## src/sv/ppf_pkg.sv

```systemverilog
// Shared constants and controller/datapath interface types for the prime power factorizer.
package ppf_pkg;

    localparam int VALUE_BITS   = 16;
    localparam int FIELD_W      = 16;
    localparam int VAL_W        = (VALUE_BITS < FIELD_W) ? VALUE_BITS : FIELD_W;
    localparam int SQ_W         = 2 * VAL_W;
    localparam int STEP_W       = (VAL_W > 1) ? $clog2(VAL_W) : 1;
    localparam int RESULT_LIMIT = 6;
    localparam int COUNT_W      = $clog2(RESULT_LIMIT);

    typedef struct packed {
        logic load;
        logic emit_empty;
        logic emit_rem;
        logic emit_fold;
        logic emit_last;
        logic emit_mid;
        logic div_start;
        logic div_step;
        logic factor;
        logic advance;
    } t_cmd;

    typedef struct packed {
        logic le_one;
        logic sq_gt;
        logic div_done;
        logic rem_zero;
        logic found;
        logic at_limit;
        logic rem_gt1;
        logic rem_one;
    } t_status;

endpackage

```

## src/sv/prime_power_factorizer_top.sv

```systemverilog
// Top level of the prime power factorizer: controller and datapath.
//
//  channel  | handshake                  | payload
//  ---------+----------------------------+-------------------------------------
//  request  | start, busy (start & !busy) | i_value[15:0]
//  result   | o_valid, one-cycle strobe  | o_prime_power[15:0], o_last, o_empty_res
//
// Inputs 0 and 1 answer in the cycle after the request, busy stays low.
// Otherwise each trial divisor goes through a square check and a
// one-bit-per-cycle restoring divider, and each extra division by a found
// prime runs the divider again.
// Synchronous active-low reset returns the controller to idle.
// The receiver cannot stall; busy drops in the cycle the last result is shown.
module prime_power_factorizer_top
    import ppf_pkg::*;
(
    input  logic               i_clk,
    input  logic               i_rst_n,
    input  logic               start,
    output logic               busy,
    input  logic [FIELD_W-1:0] i_value,
    output logic               o_valid,
    output logic [FIELD_W-1:0] o_prime_power,
    output logic               o_last,
    output logic               o_empty_res
);

    t_cmd    cmd;
    t_status status;

    ppf_ctrl u_ctrl (
        .i_clk    (i_clk),
        .i_rst_n  (i_rst_n),
        .i_start  (start & ~busy),
        .i_status (status),
        .o_cmd    (cmd),
        .o_busy   (busy)
    );

    ppf_datapath u_datapath (
        .i_clk         (i_clk),
        .i_rst_n       (i_rst_n),
        .i_value       (i_value),
        .i_cmd         (cmd),
        .o_status      (status),
        .o_valid       (o_valid),
        .o_prime_power (o_prime_power),
        .o_last        (o_last),
        .o_empty_res   (o_empty_res)
    );

endmodule

```

## src/sv/ppf_datapath.sv

```systemverilog
// Datapath: quotient, trial divisor, power register, serial divider and result register.
module ppf_datapath
    import ppf_pkg::*;
(
    input  logic               i_clk,
    input  logic               i_rst_n,
    input  logic [FIELD_W-1:0] i_value,
    input  t_cmd               i_cmd,
    output t_status            o_status,
    output logic               o_valid,
    output logic [FIELD_W-1:0] o_prime_power,
    output logic               o_last,
    output logic               o_empty_res
);

    logic [VAL_W-1:0]   r_rem;
    logic [VAL_W-1:0]   r_div;
    logic [VAL_W-1:0]   r_pacc;
    logic [SQ_W-1:0]    r_sq;
    logic               r_found;
    logic [COUNT_W-1:0] r_count;
    logic [VAL_W-1:0]   r_div_q;
    logic [VAL_W-1:0]   r_div_r;
    logic [STEP_W-1:0]  r_step;
    logic               r_valid;
    logic [FIELD_W-1:0] r_pp;
    logic               r_last;
    logic               r_empty;

    logic [VAL_W-1:0]   in_val;
    logic [VAL_W:0]     div_trial;
    logic               div_fits;
    logic [VAL_W-1:0]   n_div_r;
    logic [VAL_W-1:0]   n_div_q;
    logic [SQ_W-1:0]    pacc_mul_d;
    logic [SQ_W-1:0]    pacc_mul_rem;

    assign in_val       = i_value[VAL_W-1:0];
    assign div_trial    = {r_div_r, r_div_q[VAL_W-1]};
    assign div_fits     = div_trial >= {1'b0, r_div};
    assign n_div_r      = div_fits ? VAL_W'(div_trial - {1'b0, r_div}) : div_trial[VAL_W-1:0];
    assign n_div_q      = {r_div_q[VAL_W-2:0], div_fits};
    assign pacc_mul_d   = r_pacc * r_div;
    assign pacc_mul_rem = r_pacc * r_rem;

    always_comb begin
        o_status          = '0;
        o_status.le_one   = in_val <= VAL_W'(1);
        o_status.sq_gt    = r_sq > {{VAL_W{1'b0}}, r_rem};
        o_status.div_done = r_step == STEP_W'(VAL_W - 1);
        o_status.rem_zero = n_div_r == '0;
        o_status.found    = r_found;
        o_status.at_limit = r_count == COUNT_W'(RESULT_LIMIT - 1);
        o_status.rem_gt1  = r_rem > VAL_W'(1);
        o_status.rem_one  = r_rem == VAL_W'(1);
    end

    always_ff @(posedge i_clk) begin
        r_sq <= r_div * r_div;
        if (!i_rst_n) begin
            r_valid <= 1'b0;
            r_found <= 1'b0;
            r_count <= '0;
            r_rem   <= '0;
            r_div   <= '0;
            r_pacc  <= '0;
        end else begin
            r_valid <= i_cmd.emit_empty | i_cmd.emit_rem | i_cmd.emit_fold
                     | i_cmd.emit_last | i_cmd.emit_mid;
            if (i_cmd.load) begin
                r_rem   <= in_val;
                r_div   <= VAL_W'(2);
                r_pacc  <= VAL_W'(1);
                r_found <= 1'b0;
                r_count <= '0;
            end
            if (i_cmd.div_start) begin
                r_div_q <= r_rem;
                r_div_r <= '0;
                r_step  <= '0;
            end
            if (i_cmd.div_step) begin
                r_div_q <= n_div_q;
                r_div_r <= n_div_r;
                r_step  <= r_step + STEP_W'(1);
            end
            if (i_cmd.factor) begin
                r_rem   <= n_div_q;
                r_pacc  <= pacc_mul_d[VAL_W-1:0];
                r_found <= 1'b1;
                r_div_q <= n_div_q;
                r_div_r <= '0;
                r_step  <= '0;
            end
            if (i_cmd.advance) begin
                r_div   <= (r_div == VAL_W'(2)) ? VAL_W'(3) : r_div + VAL_W'(2);
                r_pacc  <= VAL_W'(1);
                r_found <= 1'b0;
            end
            if (i_cmd.emit_empty) begin
                r_pp    <= '0;
                r_last  <= 1'b1;
                r_empty <= 1'b1;
            end
            if (i_cmd.emit_rem) begin
                r_pp    <= FIELD_W'(r_rem);
                r_last  <= 1'b1;
                r_empty <= 1'b0;
            end
            if (i_cmd.emit_fold) begin
                r_pp    <= FIELD_W'(pacc_mul_rem[VAL_W-1:0]);
                r_last  <= 1'b1;
                r_empty <= 1'b0;
            end
            if (i_cmd.emit_last) begin
                r_pp    <= FIELD_W'(r_pacc);
                r_last  <= 1'b1;
                r_empty <= 1'b0;
            end
            if (i_cmd.emit_mid) begin
                r_pp    <= FIELD_W'(r_pacc);
                r_last  <= 1'b0;
                r_empty <= 1'b0;
                r_count <= r_count + COUNT_W'(1);
            end
        end
    end

    assign o_valid       = r_valid;
    assign o_prime_power = r_pp;
    assign o_last        = r_last;
    assign o_empty_res   = r_empty;

`ifndef ASSERT_OFF
    a_empty_is_last: assert property (@(posedge i_clk) disable iff (!i_rst_n)
        r_valid && r_empty |-> r_last && (r_pp == '0))
        else $error("empty result without last or with nonzero power");
    a_power_gt1: assert property (@(posedge i_clk) disable iff (!i_rst_n)
        r_valid && !r_empty |-> r_pp > FIELD_W'(1))
        else $error("nonempty result carries power below two");
    a_count_bound: assert property (@(posedge i_clk) disable iff (!i_rst_n)
        r_count <= COUNT_W'(RESULT_LIMIT - 1))
        else $error("result count past limit");
    a_factor_exact: assert property (@(posedge i_clk) disable iff (!i_rst_n)
        i_cmd.factor |-> o_status.rem_zero && o_status.div_done)
        else $error("quotient taken from inexact division");
`endif

endmodule

```

## src/sv/ppf_ctrl.sv

```systemverilog
// Controller: sequences load, divisor square check, serial division and result emission.
module ppf_ctrl
    import ppf_pkg::*;
(
    input  logic    i_clk,
    input  logic    i_rst_n,
    input  logic    i_start,
    input  t_status i_status,
    output t_cmd    o_cmd,
    output logic    o_busy
);

    typedef enum logic [2:0] {
        S_IDLE,
        S_SQ,
        S_CHECK,
        S_DIV,
        S_RESOLVE
    } t_state;

    t_state r_state, n_state;
    logic   r_busy, n_busy;

    always_comb begin
        o_cmd   = '0;
        n_state = r_state;
        n_busy  = r_busy;
        unique case (r_state)
            S_IDLE: begin
                if (i_start) begin
                    if (i_status.le_one) begin
                        o_cmd.emit_empty = 1'b1;
                    end else begin
                        o_cmd.load = 1'b1;
                        n_state    = S_SQ;
                        n_busy     = 1'b1;
                    end
                end
            end
            S_SQ: begin
                n_state = S_CHECK;
            end
            S_CHECK: begin
                if (i_status.sq_gt) begin
                    o_cmd.emit_rem = 1'b1;
                    n_state        = S_IDLE;
                    n_busy         = 1'b0;
                end else begin
                    o_cmd.div_start = 1'b1;
                    n_state         = S_DIV;
                end
            end
            S_DIV: begin
                if (i_status.div_done) begin
                    n_state = S_RESOLVE;
                    if (i_status.rem_zero) begin
                        o_cmd.factor = 1'b1;
                        n_state      = S_DIV;
                    end
                end else begin
                    o_cmd.div_step = 1'b1;
                end
            end
            S_RESOLVE: begin
                if (i_status.found && i_status.at_limit && i_status.rem_gt1) begin
                    o_cmd.emit_fold = 1'b1;
                    n_state         = S_IDLE;
                    n_busy          = 1'b0;
                end else if (i_status.found && i_status.rem_one) begin
                    o_cmd.emit_last = 1'b1;
                    n_state         = S_IDLE;
                    n_busy          = 1'b0;
                end else begin
                    o_cmd.emit_mid = i_status.found;
                    o_cmd.advance  = 1'b1;
                    n_state        = S_SQ;
                end
            end
            default: begin
                n_state = S_IDLE;
                n_busy  = 1'b0;
            end
        endcase
    end

    always_ff @(posedge i_clk) begin
        if (!i_rst_n) begin
            r_state <= S_IDLE;
            r_busy  <= 1'b0;
        end else begin
            r_state <= n_state;
            r_busy  <= n_busy;
        end
    end

    assign o_busy = r_busy;

endmodule

```

## config.mk

```make
export PLATFORM = sky130hd
export DESIGN_NAME = prime_power_factorizer_top
export DESIGN_NICKNAME = d
export VERILOG_FILES = /design/src/sv/ppf_pkg.sv /design/src/sv/prime_power_factorizer_top.sv /design/src/sv/ppf_datapath.sv /design/src/sv/ppf_ctrl.sv
export SDC_FILE = /design/constraint.sdc
export NUM_CORES = 1
export LEC_CHECK = 0
export BUFFER_PORTS_ARGS = -buffer_cell sky130_fd_sc_hd__buf_2
export CAP_MARGIN = 20
export CORE_UTILIZATION = 52
export CTS_CLUSTER_DIAMETER = 50
export DETAILED_ROUTE_END_ITERATION = 10
export PLACE_DENSITY_LB_ADDON = 0.3
export SLEW_MARGIN = 5
export SYNTH_ARGS = -nofsm -noshare
export SYNTH_HDL_FRONTEND = slang
export SYNTH_SLANG_ARGS = --single-unit
```

## constraint.sdc

```tcl
create_clock -name i_clk -period 7 [get_ports i_clk]
set_clock_uncertainty 0.05 [all_clocks]
set_input_delay 1.4 -clock i_clk [delete_from_list [all_inputs] [get_ports i_clk]]
set_output_delay 1.4 -clock i_clk [all_outputs]
set_load 0.03 [all_outputs]
```

==> metrics.txt, run 1 <==
status finished, final reports clean; Slew Viols, Final 0; fin crit share 92.6%; area growth from synthesis to layout 6.54%; Avg Cell Area, Syn 8.77 sq um; R2R depth 23; fmax 0.154 GHz; Max Root-Sink Buffers 2; Cells after Synth 2,518; Max Cap Violations 0; Rel. slew slack 20.6%; unrepaired setup endpoints after global routing false; Critical Path RT 7340 ps; Post-Synthesis Cell Area 22,100 sq um; Antenna Cells 0; Seq/Total Area, Yosys 15.3%; post-synth top area share 29.3%; Congestion Overflow GR 0; IO buf count 38; cts hold-fix bufs 0; CTS sink cnt 142; CTS Buf Count 17; Avg WL per Cell around 18 um; CP Launch Type flop; largest net degree at the start of global routing 50; initial drt markers ~1,100; Worst setup EP type flop; DR DRC count 0; number of setup buffers added after CTS 0; Starting Density 52.6%; Die H 208 um; Detail Route Antenna Nets 0; I/O Pins 39; CTS root buf clkbuf_16; final worst path period need 6490 ps; DR vias/cell 5.54; clock-pin slew on the worst setup and hold paths ~80 ps; H-Tree Depth 4; first-pass GRT wire length 92,400 um; Hold Path Class reg -> reg; number of global-route vias before repair 18,000; initial antenna violation count 1; Fillers 3,789; worst skew pair latency 470 ps; chip width 208 um; leakage power around 12 nW; drt pass-1 iters 5; most area-consuming cells after synthesis fa_1 29%, ha_1 13%, inv_1 8.7%; Final setup viols 0; count leader, synth inv_1; Power per Cell Area 101 nW/um^2; WP data arrival between 6000 and 7000 ps; Seq cells post-synth approximately 140; Die ar. 43,300 sq um; layout cells sized above 1 7.29%; Post-DP HPWL between 40,000 and 50,000 um; Vias 17,000; hold depth 2; CTS tree yes; GP Congestion 0.908; Post-CTS Resized 0; GRT Overall Usage 27.1%; Synth area leader fa_1; Syn Nets 3,093; Yosys warnings 0; EDFF count, synth 54; Inst Count DP ~3,000; nets@finish 3,086; Finished Layout Cells 3,063; drt total wl between 50,000 and 60,000 um; Setup Slack @ Placement 398 ps; Commonest cells post-synth 512 x inv_1, 323 x fa_1, 296 x nand2_1; setup ws final approximately 500 ps; Core Footprint 41,900 sq um; Peak VDD IR 0.000203 V; Post-synth ARST share 0%; Area after DPL 22,900 sq um; Synth cell types 70; Worst Tran Pin Value 1190 ps; post-route cell area 23,500 sq um; ys flop type dfxtp_1; critical path class reg -> reg; Setup TNS 0 ps; row cnt 75; Hold Violations, Final 0; Crit Path Max Fanout 9
layout by cell type, fill, tap and decap left out, types with 10 or more instances in the layout:
master       n
inv_1      512
dfxtp_1     86
o21bai_1    15
nand2b_1    11
ha_1       233
xnor2_1     94
a21oi_1     98
o21ai_0     56
nor2b_1     10
buf_2       38
edfxtp_1    54
fa_1       323
nor3_1      29
nand3_1     38
mux2i_1     27
nand4_1     10
a211oi_2    17
nor2_1     155
a21o_1      22
xor2_1      34
clkbuf_16   17
nand2_1    296
and2_1     123
buf_4       53
nor4_1      21
and3_1      14
mux2_4      10
final cells by class:
| class | count | area, sq um | area share, % |
|---|---|---|---|
| Sequential cell | 142 | 3390 | 14.4 |
| Timing Repair Buffer | 91 | 588 | 2.50 |
| Inverter | 520 | 1950 | 8.30 |
| Tap cell | 539 | 674 | 2.87 |
| Multi-Input combinational cell | 1739 | 16300 | 69.2 |
| Clock buffer | 17 | 425 | 1.81 |
| Clock inverter | 15 | 216 | 0.920 |
registers in the layout, indices dropped and copies added, names as in the netlist, 3 cells and up:
| register | cells |
|---|---|
| u_datapath.r_count | 3 |
| u_datapath.o_prime_power | 16 |
| u_datapath.r_step | 4 |
| u_datapath.r_div_r | 16 |
| u_datapath.r_sq | 31 |
| u_datapath.r_rem | 16 |
| u_ctrl.r_state | 3 |
| u_datapath.r_div | 16 |
| u_datapath.r_div_q | 16 |
| u_datapath.r_pacc | 16 |
metal layers:
layer | global-route usage [%] | share of wire (%) | wire, um
met4 | 10.6 | 3.1 | 1720
met5 | 0 | 0.023 | 13
met1 | 34.3 | 41 | 23000
met3 | 4.21 | 6.0 | 3340
met2 | 46.7 | 49 | 27500
report_power, final:
part           total, mW  leakage, nW  internal [mW]  switching [mW]
Combinational      0.397         10.3          0.150           0.247
Sequential         0.964         1.24          0.893          0.0706
Clock               1.02        0.311          0.579           0.439
per-stage QoR:
| stage | total power [mW] | hold WS, ps | utilization (%) |
|---|---|---|---|
| finish | 2.38 | 441 | 56.1 |
| global route | 2.46 | 469 | 56.1 |
| CTS | 2.39 | 446 | 56.1 |
| detailed placement | 1.37 | 434 | 54.5 |
| global placement | 1.36 | 423 | 54.5 |
| floorplan | 1.23 | 303 | - |
critical path: stages, from the launching register on:
cell and delay [ps]:
dfxtp_1 410, nand2_1 160, inv_1 70, fa_1 530, inv_1 50, fa_1 530, inv_1 50, fa_1 490
inv_1 50, fa_1 520, inv_1 40, fa_1 470, inv_1 50, fa_1 470, inv_1 50, ha_1 330
nand3_1 130, nor4b_1 420, nor3_1 170, o311ai_0 470, o211a_1 300, a21oi_1 130, o31ai_1 300, xnor2_1 150
final timing paths:
| kind | endpoint | slack (ps) | from |
|---|---|---|---|
| worst max-delay path | u_datapath.r_sq[24] | 510 | u_datapath.r_div[3] |
| worst min-delay path | u_ctrl.o_busy | 440 | u_ctrl.o_busy |
| worst max register to register | u_datapath.r_sq[24] | 510 | u_datapath.r_div[3] |
| worst min register to register | u_ctrl.o_busy | 440 | u_ctrl.o_busy |
logic make-up (layout without fill, tap and decap cells):
| kind of cell | count (synthesis) | in the layout | share of synthesized area (%) |
|---|---|---|---|
| AOI/OAI and AO/OA | 272 | 272 | 8.07 |
| xor gates and xnor gates | 128 | 128 | 5.08 |
| adders and majority gates | 556 | 556 | 42.5 |
| buffers and inverters | 637 | 643 | 11.0 |
| DFF | 142 | 142 | 15.3 |
| muxes | 45 | 45 | 2.32 |
| and+or+nand+nor | 738 | 738 | 15.7 |
No activity file was read; power rests on OpenSTA's default activity.
==> inputs of run 2 (changes only) <==
--- a/config.mk
+++ b/config.mk
@@ -5,7 +5,7 @@
 export SDC_FILE = /design/constraint.sdc
 export NUM_CORES = 1
 export LEC_CHECK = 0
-export BUFFER_PORTS_ARGS = -buffer_cell sky130_fd_sc_hd__buf_2
+export BUFFER_PORTS_ARGS = -buffer_cell sky130_fd_sc_hd__buf_4
 export CAP_MARGIN = 20
 export CORE_UTILIZATION = 52
 export CTS_CLUSTER_DIAMETER = 50
@@ -14,4 +14,5 @@
 export SLEW_MARGIN = 5
 export SYNTH_ARGS = -nofsm -noshare
 export SYNTH_HDL_FRONTEND = slang
+export SYNTH_HIERARCHICAL = 1
 export SYNTH_SLANG_ARGS = --single-unit
==> metrics.txt, run 2 <==
Avg WL per Cell 18.1 um; Congestion Overflow GR 0; fin crit share 95.4%; GRT Overall Usage 27.3%; Fillers 3,931; Hold Violations, Final 0; fin util 56.4%; GP Congestion around 0.88; largest net degree at the start of global routing 51; Peak VDD IR 0.000212 V; CTS tree yes; status finished, final reports clean; Max Cap Violations 0; Avg Cell Area, Syn 8.66 sq um; DR vias/cell 5.58; Detail Route Antenna Nets 0; layout cells sized above 1 7.26%; most common cell after layout, fill and taps aside inv_1; Syn Nets 3,189; Setup TNS 0 ps; Worst Tran Pin Value 900 ps; CTS sink cnt 142; EDFF count, synth 54; Hold Path Class reg -> reg; drt total wl 57,900 um; worst skew pair latency 460 ps; first-pass GRT wire length between 90,000 and 100,000 um; initial antenna violation count 0; row cnt 76; Die ar. 44,300 sq um; DR DRC count 0; H-Tree Depth 4; unrepaired setup endpoints after global routing false; Core Footprint 43,000 sq um; fmax 0.150 GHz; Synth cell types 88; Post-synth ARST share 0%; Seq/Total Area, Yosys 15.0%; number of global-route vias before repair roughly 19,000; IO buf count 38; Crit Path Max Fanout 12; Final setup viols 0; post-synth top area share 28.9%; Worst setup EP type flop; I/O Pins 39; count leader, synth inv_1; Post-Synthesis Cell Area 22,600 sq um; Critical Path RT 7280 ps; Starting Density 52.6%; Max Root-Sink Buffers 2; Vias 17,900; chip width ~210 um; reg2reg setup slack between 300 and 400 ps; final worst path period need 6680 ps; Post-DP HPWL 44,800 um; drt pass-1 iters 6; CP Launch Type flop; leakage power 12.2 nW; ys flop type dfxtp_1; cts hold-fix bufs 0; CTS root buf clkbuf_16; initial drt markers 1,188; Synth area leader fa_1; Yosys warnings 6; area growth from synthesis to layout 7.34%; max reg flops 31; Rel. slew slack between 30 and 40%; WP data arrival 6960 ps; most frequent cells in the layout 519 x inv_1, 326 x fa_1, 322 x nand2_1; Top reg by flops u_datapath/r_sq; Power per Cell Area between 100 and 150 nW/um^2; Inst Count DP 3,169; Seq cells post-synth 142; Cells after Synth 2,610; nets@finish ~3,200; clock-pin slew on the worst setup and hold paths roughly 80 ps; Antenna Cells 0; Commonest cells post-synth 519 x inv_1, 326 x fa_1, 322 x nand2_1; most area-consuming cells after synthesis fa_1 29%, ha_1 13%, inv_1 8.6%; CTS Buf Count 17; Slew Viols, Final 0; Die H 210 um; critical path class reg -> reg; Finished Layout Cells 3,202
[run 2: cell types whose count changed in the layout (fill, tap and decap cells not counted), sizes merged, moves of 16 or more]
cell   delta
mux2i    -25
and2     +23
nand2    +26
and3     +16
[run 2: path summary, 6_finish.rpt]
kind                          startpoint                   end  cells past startpoint
setup reg to reg    u_datapath/r_div[15]   u_datapath/r_sq[30]                     18
setup / recovery    u_datapath/r_div[15]   u_datapath/r_sq[30]                     18
hold / removal    u_datapath/r_div_q[10]  u_datapath/r_rem[11]                      1
hold reg to reg   u_datapath/r_div_q[10]  u_datapath/r_rem[11]                      1
[run 2: cells by family after synthesis]
kind of cell / synth area share, %
AOI/OAI and AO/OA: 9.65
DFF: 15.0
and+or+nand+nor: 17.2
muxes: 0.930
xor gates and xnor gates: 4.63
buffers and inverters: 10.8
adders and majority gates: 41.8
[run 2: final cells by class]
class                   instances  area (sq um)  area share [%]
clock buffers                  17           425            1.75
clock inverters                15           193           0.794
inverters                     524          1970            8.12
multi-input cells            1822         16800            69.3
flip-flops and latches        142          3380            14.0
well taps                     585           732            3.02
repair buffers                 97           748            3.08
[run 2: through the flow]
stage | hold WS (ps) | cell area (sq um) | worst slack (ps) | power, mW
final | 448 | 24300 | 323 | 2.51
after global routing | 461 | 24300 | 43.9 | 2.60
after CTS | 447 | 24200 | 344 | 2.51
after detailed placement | 436 | 23600 | 380 | 1.52
after global placement | 422 | 23600 | 548 | 1.51
after floorplan | 304 | 22600 | 857 | 1.34
[run 2: what timing repair did]
| action | in CTS | in global routing |
|---|---|---|
| endpoints found under the setup margin | 0 | 1 |
| gates resized for setup | 0 | 2 |
| setup buffers | 0 | 0 |
[run 2: where the power goes]
group / switching (mW) / internal [mW] / leakage, nW
combinational: 0.325 / 0.191 / 10.7
sequential: 0.0833 / 0.917 / 1.18
clock: 0.446 / 0.545 / 0.305
[run 2: worst max-delay path: stages, from the launching register on]
cell and delay, ps:
dfxtp_1 780, clkinvlp_4 450, nor2_1 310, fa_1 480, fa_1 510, fa_1 430, fa_1 400, fa_1 510
inv_1 50, fa_1 470, inv_1 40, ha_1 370, a211oi_1 360, nand2_1 120, nor4_1 350, o311ai_1 270
a21oi_1 280, o21ai_0 150, xor2_1 160
[run 2: metal layers]
metal / global-route usage [%] / wire length (um)
met5: 0 / 0
met4: 10.8 / 2130
met3: 3.69 / 3930
met2: 47.4 / 28600
met1: 34.3 / 23200
